`config.mk`:
```
export PLATFORM = sky130hd
export DESIGN_NAME = crlf_line_assembler_flat
export DESIGN_NICKNAME = d
export VERILOG_FILES = /design/src/sv/clap_pkg.sv /design/src/sv/clap_if.sv /design/src/sv/clap_front.sv /design/src/sv/clap_job_queue.sv /design/src/sv/clap_back.sv /design/src/sv/crlf_line_assembler.sv /design/src/flat_wrapper.sv
export SDC_FILE = /design/constraint.sdc
export NUM_CORES = 1
export LEC_CHECK = 0
export BUFFER_PORTS_ARGS = -buffer_cell sky130_fd_sc_hd__buf_4
export CORE_MARGIN = 4
export CORE_UTILIZATION = 30
export CTS_CLUSTER_DIAMETER = 150
export DETAILED_ROUTE_END_ITERATION = 10
export GPL_TIMING_DRIVEN = 0
export MAX_ROUTING_LAYER = met4
export PLACE_DENSITY_LB_ADDON = 0.08
export REMOVE_ABC_BUFFERS = 1
export SYNTH_ARGS = -nofsm -noshare
export SYNTH_HDL_FRONTEND = slang
export SYNTH_SLANG_ARGS = --single-unit
```
`constraint.sdc`:
```
create_clock -name clk -period 2.9 [get_ports clk]
set_input_delay 0.435 -clock clk [delete_from_list [all_inputs] [get_ports clk]]
set_output_delay 0.435 -clock clk [all_outputs]
set_load 0.02 [all_outputs]
```
`src/sv/clap_pkg.sv`:
```
package clap_pkg;

  // Default longest line, terminator included in the budget
  localparam int LINE_BYTES_DEF = 64;

  // Widest line length carried in a job (largest LINE_BYTES is 64, so 63 bytes)
  localparam int JOB_LEN_W = 6;

  // Depth of the job queue between front and back
  localparam int QUEUE_DEPTH = 2;

  // Terminator characters
  localparam logic [7:0] CHAR_CR = 8'h0D;
  localparam logic [7:0] CHAR_LF = 8'h0A;

  // Input command codes
  localparam logic CMD_BYTE   = 1'b0;
  localparam logic CMD_RESYNC = 1'b1;

  // One unit of work for the back part: a stored line or an empty-line report
  typedef struct packed {
    logic                 bank;
    logic [JOB_LEN_W-1:0] len;
    logic                 empty;
  } job_t;

  // Bank release from back to front once a line has gone out
  typedef struct packed {
    logic valid;
    logic bank;
  } rel_t;

  // Read-out sequencer states
  typedef enum logic [1:0] {
    B_IDLE,
    B_READ,
    B_SEND
  } back_state_t;

endpackage

```
`src/sv/clap_if.sv`:
```
// Input channel: one received byte or a resync command per beat
interface clap_in_if;
  logic       valid;
  logic       ready;
  logic       command;
  logic [7:0] byte_value;

  modport source (output valid, command, byte_value, input ready);
  modport sink   (input valid, command, byte_value, output ready);
endinterface

// Result channel: one byte of a delivered line per beat
interface clap_out_if;
  logic       valid;
  logic       ready;
  logic [7:0] line_byte;
  logic       last_of_line;
  logic       empty_line;

  modport source (output valid, line_byte, last_of_line, empty_line, input ready);
  modport sink   (input valid, line_byte, last_of_line, empty_line, output ready);
endinterface

```
`src/sv/clap_front.sv`:
```
module clap_front import clap_pkg::*; #(
  parameter int LINE_BYTES = LINE_BYTES_DEF,
  localparam int AW = $clog2(LINE_BYTES)
) (
  input  logic          clk,
  input  logic          rst_n,
  clap_in_if.sink       in_ch,
  input  logic          q_full,
  output logic          push,
  output job_t          push_job,
  input  rel_t          rel,
  output logic          wr_en,
  output logic [AW:0]   wr_addr,
  output logic [7:0]    wr_data
);

  logic          in_sync_r, in_sync_nxt;
  logic [AW-1:0] len_r, len_nxt;
  logic          bank_r, bank_nxt;
  logic [1:0]    busy_r, busy_nxt;
  logic          acc;
  logic          term;

  // Stall while the bank being filled is still read out, or the queue is full
  assign in_ch.ready = !busy_r[bank_r] && !q_full;
  assign acc         = in_ch.valid && in_ch.ready;
  assign term        = (in_ch.byte_value == CHAR_CR) || (in_ch.byte_value == CHAR_LF);

  assign wr_addr = {bank_r, len_r};
  assign wr_data = in_ch.byte_value;

  // Classify the beat: store, hand a line on, drop or resync
  always_comb begin
    in_sync_nxt = in_sync_r;
    len_nxt     = len_r;
    bank_nxt    = bank_r;
    push        = 1'b0;
    push_job    = '0;
    wr_en       = 1'b0;
    if (acc) begin
      if (in_ch.command == CMD_RESYNC) begin
        in_sync_nxt = 1'b0;
        len_nxt     = '0;
      end else if (!in_sync_r) begin
        if (term) begin
          in_sync_nxt = 1'b1;
        end
        len_nxt = '0;
      end else if (term) begin
        len_nxt = '0;
        if (len_r != '0) begin
          push           = 1'b1;
          push_job.bank  = bank_r;
          push_job.len   = JOB_LEN_W'(len_r);
          push_job.empty = 1'b0;
          bank_nxt       = ~bank_r;
        end else if (in_ch.byte_value == CHAR_LF) begin
          push           = 1'b1;
          push_job.empty = 1'b1;
        end
      end else if (len_r >= AW'(LINE_BYTES - 1)) begin
        // Line too long: drop out of sync and lose the partial line
        in_sync_nxt = 1'b0;
      end else begin
        wr_en   = 1'b1;
        len_nxt = len_r + 1'b1;
      end
    end
  end

  // Track which banks hold a line not yet fully delivered
  always_comb begin
    busy_nxt = busy_r;
    if (rel.valid) begin
      busy_nxt[rel.bank] = 1'b0;
    end
    if (push && !push_job.empty) begin
      busy_nxt[bank_r] = 1'b1;
    end
  end

  always_ff @(posedge clk) begin
    if (!rst_n) begin
      in_sync_r <= 1'b1;
      len_r     <= '0;
      bank_r    <= 1'b0;
      busy_r    <= '0;
    end else begin
      in_sync_r <= in_sync_nxt;
      len_r     <= len_nxt;
      bank_r    <= bank_nxt;
      busy_r    <= busy_nxt;
    end
  end

endmodule

```
`src/sv/clap_job_queue.sv`:
```
module clap_job_queue import clap_pkg::*; #(
  parameter int DEPTH = QUEUE_DEPTH,
  localparam int PW = (DEPTH > 1) ? $clog2(DEPTH) : 1
) (
  input  logic clk,
  input  logic rst_n,
  input  logic push,
  input  job_t push_job,
  output logic full,
  input  logic pop,
  output job_t head,
  output logic empty
);

  job_t         slots_r [DEPTH];
  logic [PW-1:0] wp_r, wp_nxt;
  logic [PW-1:0] rp_r, rp_nxt;
  logic [PW:0]   cnt_r, cnt_nxt;

  assign full  = (cnt_r == (PW+1)'(DEPTH));
  assign empty = (cnt_r == '0);
  assign head  = slots_r[rp_r];

  // Advance pointers; wrap at the depth
  always_comb begin
    wp_nxt  = wp_r;
    rp_nxt  = rp_r;
    cnt_nxt = cnt_r;
    if (push) begin
      wp_nxt = (wp_r == PW'(DEPTH - 1)) ? '0 : wp_r + 1'b1;
    end
    if (pop) begin
      rp_nxt = (rp_r == PW'(DEPTH - 1)) ? '0 : rp_r + 1'b1;
    end
    if (push && !pop) begin
      cnt_nxt = cnt_r + 1'b1;
    end else if (pop && !push) begin
      cnt_nxt = cnt_r - 1'b1;
    end
  end

  always_ff @(posedge clk) begin
    if (!rst_n) begin
      wp_r  <= '0;
      rp_r  <= '0;
      cnt_r <= '0;
    end else begin
      wp_r  <= wp_nxt;
      rp_r  <= rp_nxt;
      cnt_r <= cnt_nxt;
    end
  end

  // Hold job payload
  always_ff @(posedge clk) begin
    if (push) begin
      slots_r[wp_r] <= push_job;
    end
  end

endmodule

```
`src/sv/clap_back.sv`:
```
module clap_back import clap_pkg::*; #(
  parameter int LINE_BYTES = LINE_BYTES_DEF,
  localparam int AW = $clog2(LINE_BYTES)
) (
  input  logic        clk,
  input  logic        rst_n,
  input  logic        q_empty,
  input  job_t        q_head,
  output logic        pop,
  output rel_t        rel,
  input  logic        wr_en,
  input  logic [AW:0] wr_addr,
  input  logic [7:0]  wr_data,
  clap_out_if.source  out_ch
);

  // Two line banks: the front fills one while this side reads the other
  logic [7:0]    mem [2**(AW+1)];

  back_state_t   state_r, state_nxt;
  job_t          job_r, job_nxt;
  logic [AW-1:0] idx_r, idx_nxt;
  logic          last_r, last_nxt;
  logic          empty_r, empty_nxt;
  logic [7:0]    byte_r;
  logic          load_empty;
  logic          at_last;

  assign at_last = (JOB_LEN_W'(idx_r) + JOB_LEN_W'(1)) == job_r.len;

  // Next state
  always_comb begin
    state_nxt = state_r;
    unique case (state_r)
      B_IDLE: begin
        if (!q_empty) begin
          state_nxt = q_head.empty ? B_SEND : B_READ;
        end
      end
      B_READ: state_nxt = B_SEND;
      B_SEND: begin
        if (out_ch.ready) begin
          state_nxt = last_r ? B_IDLE : B_READ;
        end
      end
      default: state_nxt = B_IDLE;
    endcase
  end

  // Outputs and datapath control
  always_comb begin
    pop        = 1'b0;
    rel        = '0;
    load_empty = 1'b0;
    job_nxt    = job_r;
    idx_nxt    = idx_r;
    last_nxt   = last_r;
    empty_nxt  = empty_r;
    unique case (state_r)
      B_IDLE: begin
        if (!q_empty) begin
          pop     = 1'b1;
          job_nxt = q_head;
          idx_nxt = '0;
          if (q_head.empty) begin
            load_empty = 1'b1;
            last_nxt   = 1'b1;
            empty_nxt  = 1'b1;
          end
        end
      end
      B_READ: begin
        last_nxt  = at_last;
        empty_nxt = 1'b0;
      end
      B_SEND: begin
        if (out_ch.ready) begin
          if (last_r) begin
            rel.valid = !empty_r;
            rel.bank  = job_r.bank;
          end else begin
            idx_nxt = idx_r + 1'b1;
          end
        end
      end
      default: ;
    endcase
  end

  always_ff @(posedge clk) begin
    if (!rst_n) begin
      state_r <= B_IDLE;
    end else begin
      state_r <= state_nxt;
    end
  end

  always_ff @(posedge clk) begin
    job_r   <= job_nxt;
    idx_r   <= idx_nxt;
    last_r  <= last_nxt;
    empty_r <= empty_nxt;
  end

  // Line store: write from the front, registered read into the result
  always_ff @(posedge clk) begin
    if (wr_en) begin
      mem[wr_addr] <= wr_data;
    end
    if (state_r == B_READ) begin
      byte_r <= mem[{job_r.bank, idx_r}];
    end else if (load_empty) begin
      byte_r <= '0;
    end
  end

  assign out_ch.valid        = (state_r == B_SEND);
  assign out_ch.line_byte    = byte_r;
  assign out_ch.last_of_line = last_r;
  assign out_ch.empty_line   = empty_r;

endmodule

```
`src/sv/crlf_line_assembler.sv`:
```
// CR/LF line assembler. Each beat on the input channel carries a received byte or a
// resync command, and the front part takes one beat per cycle: bytes are written
// into one of two line banks, and a CR or LF hands the finished line to a
// two-entry job queue. A lone LF queues an empty-line report (byte 0, last and
// empty set); a lone CR gives nothing. A line that reaches LINE_BYTES-1 bytes and
// gets one more byte drops sync, and bytes are then discarded until the next
// terminator; the resync command drops sync as well. The back part takes a job
// from the queue in its idle state, then reads the line out of its bank by
// alternating a read state (the registered memory read) with a send state (the
// result beat); an empty-line report goes from the idle state straight to the
// send state with no read. Input stalls only while the queue is full or the bank
// about to be filled is still being read out. The line store needs no clearing
// after reset.
module crlf_line_assembler import clap_pkg::*; #(
  parameter int LINE_BYTES = LINE_BYTES_DEF
) (
  input  logic       clk,
  input  logic       rst_n,
  clap_in_if.sink    in_ch,
  clap_out_if.source out_ch
);

  localparam int AW = $clog2(LINE_BYTES);

  logic        q_full;
  logic        q_empty;
  logic        push;
  logic        pop;
  job_t        push_job;
  job_t        q_head;
  rel_t        rel;
  logic        wr_en;
  logic [AW:0] wr_addr;
  logic [7:0]  wr_data;

  clap_front #(.LINE_BYTES(LINE_BYTES)) u_front (
    .clk      (clk),
    .rst_n    (rst_n),
    .in_ch    (in_ch),
    .q_full   (q_full),
    .push     (push),
    .push_job (push_job),
    .rel      (rel),
    .wr_en    (wr_en),
    .wr_addr  (wr_addr),
    .wr_data  (wr_data)
  );

  clap_job_queue #(.DEPTH(QUEUE_DEPTH)) u_queue (
    .clk      (clk),
    .rst_n    (rst_n),
    .push     (push),
    .push_job (push_job),
    .full     (q_full),
    .pop      (pop),
    .head     (q_head),
    .empty    (q_empty)
  );

  clap_back #(.LINE_BYTES(LINE_BYTES)) u_back (
    .clk     (clk),
    .rst_n   (rst_n),
    .q_empty (q_empty),
    .q_head  (q_head),
    .pop     (pop),
    .rel     (rel),
    .wr_en   (wr_en),
    .wr_addr (wr_addr),
    .wr_data (wr_data),
    .out_ch  (out_ch)
  );

endmodule

```
`src/flat_wrapper.sv`:
```
// flat-port wrapper written by rule: the top's interface ports become plain ports
module crlf_line_assembler_flat import clap_pkg::*;
#(
  parameter int LINE_BYTES = LINE_BYTES_DEF
)
  (clk, rst_n, in_ch_valid, in_ch_command, in_ch_byte_value, in_ch_ready, out_ch_valid, out_ch_line_byte, out_ch_last_of_line, out_ch_empty_line, out_ch_ready);
  clap_in_if in_ch_i ();
  clap_out_if out_ch_i ();
  input  logic clk;
  input  logic rst_n;
  input wire logic [$bits(in_ch_i.valid)-1:0] in_ch_valid;
  input wire logic [$bits(in_ch_i.command)-1:0] in_ch_command;
  input wire logic [$bits(in_ch_i.byte_value)-1:0] in_ch_byte_value;
  output wire logic [$bits(in_ch_i.ready)-1:0] in_ch_ready;
  output wire logic [$bits(out_ch_i.valid)-1:0] out_ch_valid;
  output wire logic [$bits(out_ch_i.line_byte)-1:0] out_ch_line_byte;
  output wire logic [$bits(out_ch_i.last_of_line)-1:0] out_ch_last_of_line;
  output wire logic [$bits(out_ch_i.empty_line)-1:0] out_ch_empty_line;
  input wire logic [$bits(out_ch_i.ready)-1:0] out_ch_ready;
  assign in_ch_i.valid = in_ch_valid;
  assign in_ch_i.command = in_ch_command;
  assign in_ch_i.byte_value = in_ch_byte_value;
  assign in_ch_ready = in_ch_i.ready;
  assign out_ch_valid = out_ch_i.valid;
  assign out_ch_line_byte = out_ch_i.line_byte;
  assign out_ch_last_of_line = out_ch_i.last_of_line;
  assign out_ch_empty_line = out_ch_i.empty_line;
  assign out_ch_i.ready = out_ch_ready;
  crlf_line_assembler #(.LINE_BYTES(LINE_BYTES)) u_core (.clk(clk), .rst_n(rst_n), .in_ch(in_ch_i), .out_ch(out_ch_i));
endmodule
```
==> out/results.md <==
| Result | Value | Unit |
| --- | --- | --- |
| Antenna violation net count after detailed routing | 0 | - |
| Combined area of all synthesized cells | 42200 | µm² |
| Crit path max-delay cell type | sky130_fd_sc_hd__mux4_2 | - |
| Cell count after synthesis | 2104 | - |
| Kind of end point of the critical path | flip-flop | - |
| Setup slack at placement | -2.27 | ns |
| Share of Yosys cell area claimed by the top area cell type | 0.757 | - |
| Initial DRT Pass Iterations | 5 | - |
| Post-synthesis share of cell area spent on full adders, half adders and majority gates | 0.00119 | - |
| Post-detailed-route via-to-cell ratio | 4.83 | - |
| Worst voltage drop across the vdd grid | 0.442 | mV |
| Yosys warns | 0 | - |
| Sequential share of the synthesized area | 0.765 | - |
| Required arrival time at the worst endpoint | 3.35 | ns |
| Number of antenna violations at the first check in global routing | 3 | - |
| Final core utilization | 0.370 | - |
| Worst-path clk slew | 0.06 | ns |
| Worst endpoint data arrival time | 3.30 | ns |
| Initial drt markers | 1506 | - |
| Total of max-cap violations | 0 | - |
| Synth-to-layout area growth | 22.5 | % |
| GRT Overall Usage | 0.157 | - |
| Area share of xor/xnor cells in the synthesized design | 0.00291 | - |
| Fraction of registers with async set or reset after synthesis | 0 | - |
| Worst Setup Path Type | flip-flop to flip-flop | - |
| Instance count after placement with tap cells included | 3960 | - |
| Total clock buffers created by CTS | 118 | - |
| Boundary Pins | 25 | - |
| Maximum number of pins on one net before global-route repair | 131 | - |
| Max Fanout on Critical Path | 7 | - |
| Maximum clock skew at final layout | 0.0244 | ns |
| Post-layout nets | 2269 | - |
| Top achievable clock speed | 350 | MHz |
| Launching element type of the critical path | flip-flop | - |
| Post-synthesis cell type with the largest combined area | sky130_fd_sc_hd__edfxtp_1 | - |
| Weighted congestion at the end of routability-driven global placement | 0.759 | - |
| Placed wire-length estimate after detailed placement | 69100 | µm |
| Total setup violations reported at the end of the flow | 0 | - |
| Most used cell along the critical path | sky130_fd_sc_hd__buf_16 | - |
| Share of post-route cells with drive strength above 1 | 0.317 | - |
| Final-report hold violation count | 0 | - |
| Leak pwr | 15.9 | nW |
| FF+latch count, synth | 1080 | - |
| Total number of placement rows | 137 | - |
| Synthesized area per cell | 20.0 | µm² |
| Worst slew margin relative to its limit | 0.228 | - |
| Transition time at the pin with the least slew margin | 1.16 | ns |
| Setup WS post-layout | 0.0438 | ns |
| Die X-Extent | 383 | µm |
| Cell chosen for the clock root | sky130_fd_sc_hd__clkbuf_16 | - |
| Compound-cell area share of the yosys netlist | 0.0287 | - |
| # fillers | 12789 | - |
| EDFF count, synth | 1063 | - |
| Slowest Stage Delay on Critical Path | 0.44 | ns |
| H-tree depth | 3 | - |
| Initial cell density of the core | 0.302 | - |
| Critical path, cell by cell | clkbuf_16, buf_16, buf_16, buf_16, buf_4, mux4_2, a22oi_1, a21oi_1, a31oi_1, o22ai_1 | - |
| Top area cells in the synthesized netlist | sky130_fd_sc_hd__edfxtp_1 76%, sky130_fd_sc_hd__mux4_2 11%, sky130_fd_sc_hd__mux2i_1 4.0% | - |
| Height of the chip | 383 | µm |
| Port Buffers | 24 | - |
| Count of clock tree sinks | 1080 | - |
| DRC violation count after routing | 0 | - |
| Wire length after detailed routing | 111000 | µm |
| Max-slew violation count | 0 | - |
| Clock latency on the worst-skew pair | 0.72 | ns |
| Overall die area | 147000 | µm² |
| Multiplexer share of the synthesized area | 0.153 | - |
| Post-synthesis simple-gate area fraction | 0.0357 | - |
| Layout Cells excl Fill | 4233 | - |
| Buffer levels on the longest clock path | 3 | - |
| Area of the placeable core | 140000 | µm² |
| Vias after detailed routing | 20465 | - |
| Detailed-route wire length per cell | 26.2 | µm |
| Synth unique cells | 49 | - |
| First-pass GRT wire length | 160000 | µm |
| Overall Power | 0.0460 | W |
| Ratio of final minimum period to clock period | 0.985 | - |
| Total congestion overflow | 0 | - |
| Tmin final | 2.86 | ns |
| Run status | complete, no violations | - |
| CTS tree | yes | - |
| Tightest Hold Check Type | primary input to flip-flop | - |
| Main combinational cell family by area after synthesis | multiplexers | - |
| Ys flop type | sky130_fd_sc_hd__edfxtp_1 | - |
| Vias in the first global route | 21876 | - |
| Cell area power density | 890 | nW/µm² |
[through the flow]
step                      hold slack (ns)  cell area [µm²]  setup TNS [ns]
after CTS                         0.00719            51500          -0.246
final                              0.0810            51700               0
after floorplan                     0.448            41600         -144.12
after global placement              0.470            44200        -2856.45
after global routing               0.0510            51600          -0.994
after detailed placement            0.477            46000        -1568.32
[final cells by class]
| type | count | area (µm²) | share of cell area |
|---|---|---|---|
| repair buffers | 140 | 2420 | 0.0469 |
| clock buffers | 157 | 3230 | 0.0624 |
| multi-input cells | 905 | 10800 | 0.208 |
| clock inverters | 65 | 599 | 0.0116 |
| inverters | 7 | 26.3 | 0.000509 |
| well taps | 1876 | 2350 | 0.0454 |
| diodes | 3 | 7.51 | 0.000145 |
| flip-flops and latches | 1080 | 32300 | 0.625 |
[worst max-delay path, delay by kind of cell, from the launching register on]
kind	cells	cell delay (ns)
compound gates	4	0.93
buf+inv	5	0.78
flops	1	0.42
mux	1	0.44
[state kept, by name, indices dropped and copies added, names as in the netlist, 2 cells and up, named ones only]
register and count:
u_core.u_back.mem 1024, u_core.u_back.state_r 2, u_core.u_back.idx_r 6, u_core.u_queue.cnt_r 2, u_core.u_back.out_ch.line_byte 8, u_core.u_front.len_r 6, u_core.u_queue.slots_r 16, u_core.u_back.job_r 7
u_core.u_front.busy_r 2
[power breakdown]
part | leakage, nW | total, W | internal [W] | switching, W
Clock | 1.88 | 0.0148 | 0.00874 | 0.00602
Combinational | 4.31 | 0.0136 | 0.00634 | 0.00724
Sequential | 9.73 | 0.0176 | 0.0174 | 0.000279
Total | 15.9 | 0.0460 | 0.0324 | 0.0135
[layout by cell type, fill, tap and decap left out, types with 8 or more instances in the layout]
master                      count
sky130_fd_sc_hd__buf_6          9
sky130_fd_sc_hd__nand2_1       47
sky130_fd_sc_hd__nor2_4        99
sky130_fd_sc_hd__dfxtp_1       16
sky130_fd_sc_hd__clkinv_2      29
sky130_fd_sc_hd__o21ai_0       23
sky130_fd_sc_hd__mux2i_4       14
sky130_fd_sc_hd__nand3_1       12
sky130_fd_sc_hd__mux2i_1      144
sky130_fd_sc_hd__or3_1         25
sky130_fd_sc_hd__clkinv_1      20
sky130_fd_sc_hd__mux2i_2       10
sky130_fd_sc_hd__clkbuf_1      32
sky130_fd_sc_hd__a22oi_2       14
sky130_fd_sc_hd__clkbuf_16    125
sky130_fd_sc_hd__and2_1        14
sky130_fd_sc_hd__nor2b_1       11
sky130_fd_sc_hd__buf_4         53
sky130_fd_sc_hd__a21oi_1       14
sky130_fd_sc_hd__nor2_1        31
sky130_fd_sc_hd__buf_12        20
sky130_fd_sc_hd__mux2_2         9
sky130_fd_sc_hd__o22ai_1       32
sky130_fd_sc_hd__a31oi_1        8
sky130_fd_sc_hd__edfxtp_1    1063
sky130_fd_sc_hd__a32oi_1        9
sky130_fd_sc_hd__buf_16        49
sky130_fd_sc_hd__nand2_2       12
sky130_fd_sc_hd__bufinv_16     11
sky130_fd_sc_hd__mux4_2       208
sky130_fd_sc_hd__a22oi_1       37
sky130_fd_sc_hd__nor2_2        31
[synthesized netlist by cell type (2+ instances only)]
cell and instances:
sky130_fd_sc_hd__nor2b_1 14, sky130_fd_sc_hd__nor3b_1 2, sky130_fd_sc_hd__buf_1 7, sky130_fd_sc_hd__inv_1 7, sky130_fd_sc_hd__and3b_1 2, sky130_fd_sc_hd__nand3_1 14, sky130_fd_sc_hd__xnor2_1 7, sky130_fd_sc_hd__nor4b_4 2
sky130_fd_sc_hd__nor2_1 161, sky130_fd_sc_hd__xor2_1 7, sky130_fd_sc_hd__nor3_1 5, sky130_fd_sc_hd__clkbuf_1 43, sky130_fd_sc_hd__a21oi_1 16, sky130_fd_sc_hd__nor4_1 3, sky130_fd_sc_hd__o21a_1 3, sky130_fd_sc_hd__o41ai_1 2
sky130_fd_sc_hd__or3_1 25, sky130_fd_sc_hd__mux2_2 9, sky130_fd_sc_hd__buf_2 52, sky130_fd_sc_hd__buf_4 9, sky130_fd_sc_hd__o21ai_0 24, sky130_fd_sc_hd__and2_1 14, sky130_fd_sc_hd__o22a_1 6, sky130_fd_sc_hd__or2_2 4
sky130_fd_sc_hd__a31oi_1 10, sky130_fd_sc_hd__a32oi_1 16, sky130_fd_sc_hd__dfxtp_1 17, sky130_fd_sc_hd__a21boi_0 3, sky130_fd_sc_hd__mux4_2 208, sky130_fd_sc_hd__nand2_1 61, sky130_fd_sc_hd__mux2i_1 168, sky130_fd_sc_hd__and2_0 2
sky130_fd_sc_hd__nand2b_1 9, sky130_fd_sc_hd__o22ai_1 42, sky130_fd_sc_hd__ha_1 4, sky130_fd_sc_hd__a22oi_1 51, sky130_fd_sc_hd__edfxtp_1 1063
[logic make-up (layout without fill, tap and decap cells)]
| group | after synthesis | after routing |
|---|---|---|
| flops | 1080 | 1080 |
| mux | 385 | 385 |
| simple gates | 324 | 324 |
| compound gates | 178 | 178 |
| buf+inv | 119 | 369 |
| xor+xnor | 14 | 14 |
| fa+ha+maj | 4 | 4 |
| other cells | 0 | 3 |
[routing by layer]
metal / GRT usage / part of all wire
met3: 0.0229 / 0.035
met4: 0.0443 / 0.023
met2: 0.252 / 0.49
met5: - / 0
met1: 0.208 / 0.45
[final timing paths]
kind                                        startpoint  cells after the start                                         endpoint  slack, ns
setup / recovery  u_core.u_back.idx_r[0]$_SDFFCE_PN0P_                     10  u_core.u_back.out_ch.line_byte[0]$_SDFFCE_PN0P_       0.04
hold reg to reg   u_core.u_queue.cnt_r[1]$_SDFFE_PN0P_                      2             u_core.u_queue.cnt_r[1]$_SDFFE_PN0P_       0.52
setup reg to reg  u_core.u_back.idx_r[0]$_SDFFCE_PN0P_                     10  u_core.u_back.out_ch.line_byte[0]$_SDFFCE_PN0P_       0.04
hold / removal                            out_ch_ready                      3            u_core.u_back.state_r[1]$_SDFFE_PN0P_       0.08
[repair_timing]
action | 4_1_cts | 5_1_grt
hold endpoints to repair | 9 | 0
hold buffers | 3 | 0
setup buffers | 39 | 9
pin swaps | 24 | 18
gates cloned | 3 | 1
endpoints found under the setup margin | 1042 | 863
resized for setup | 311 | 30
No activity file was read; power rests on OpenSTA's default activity.
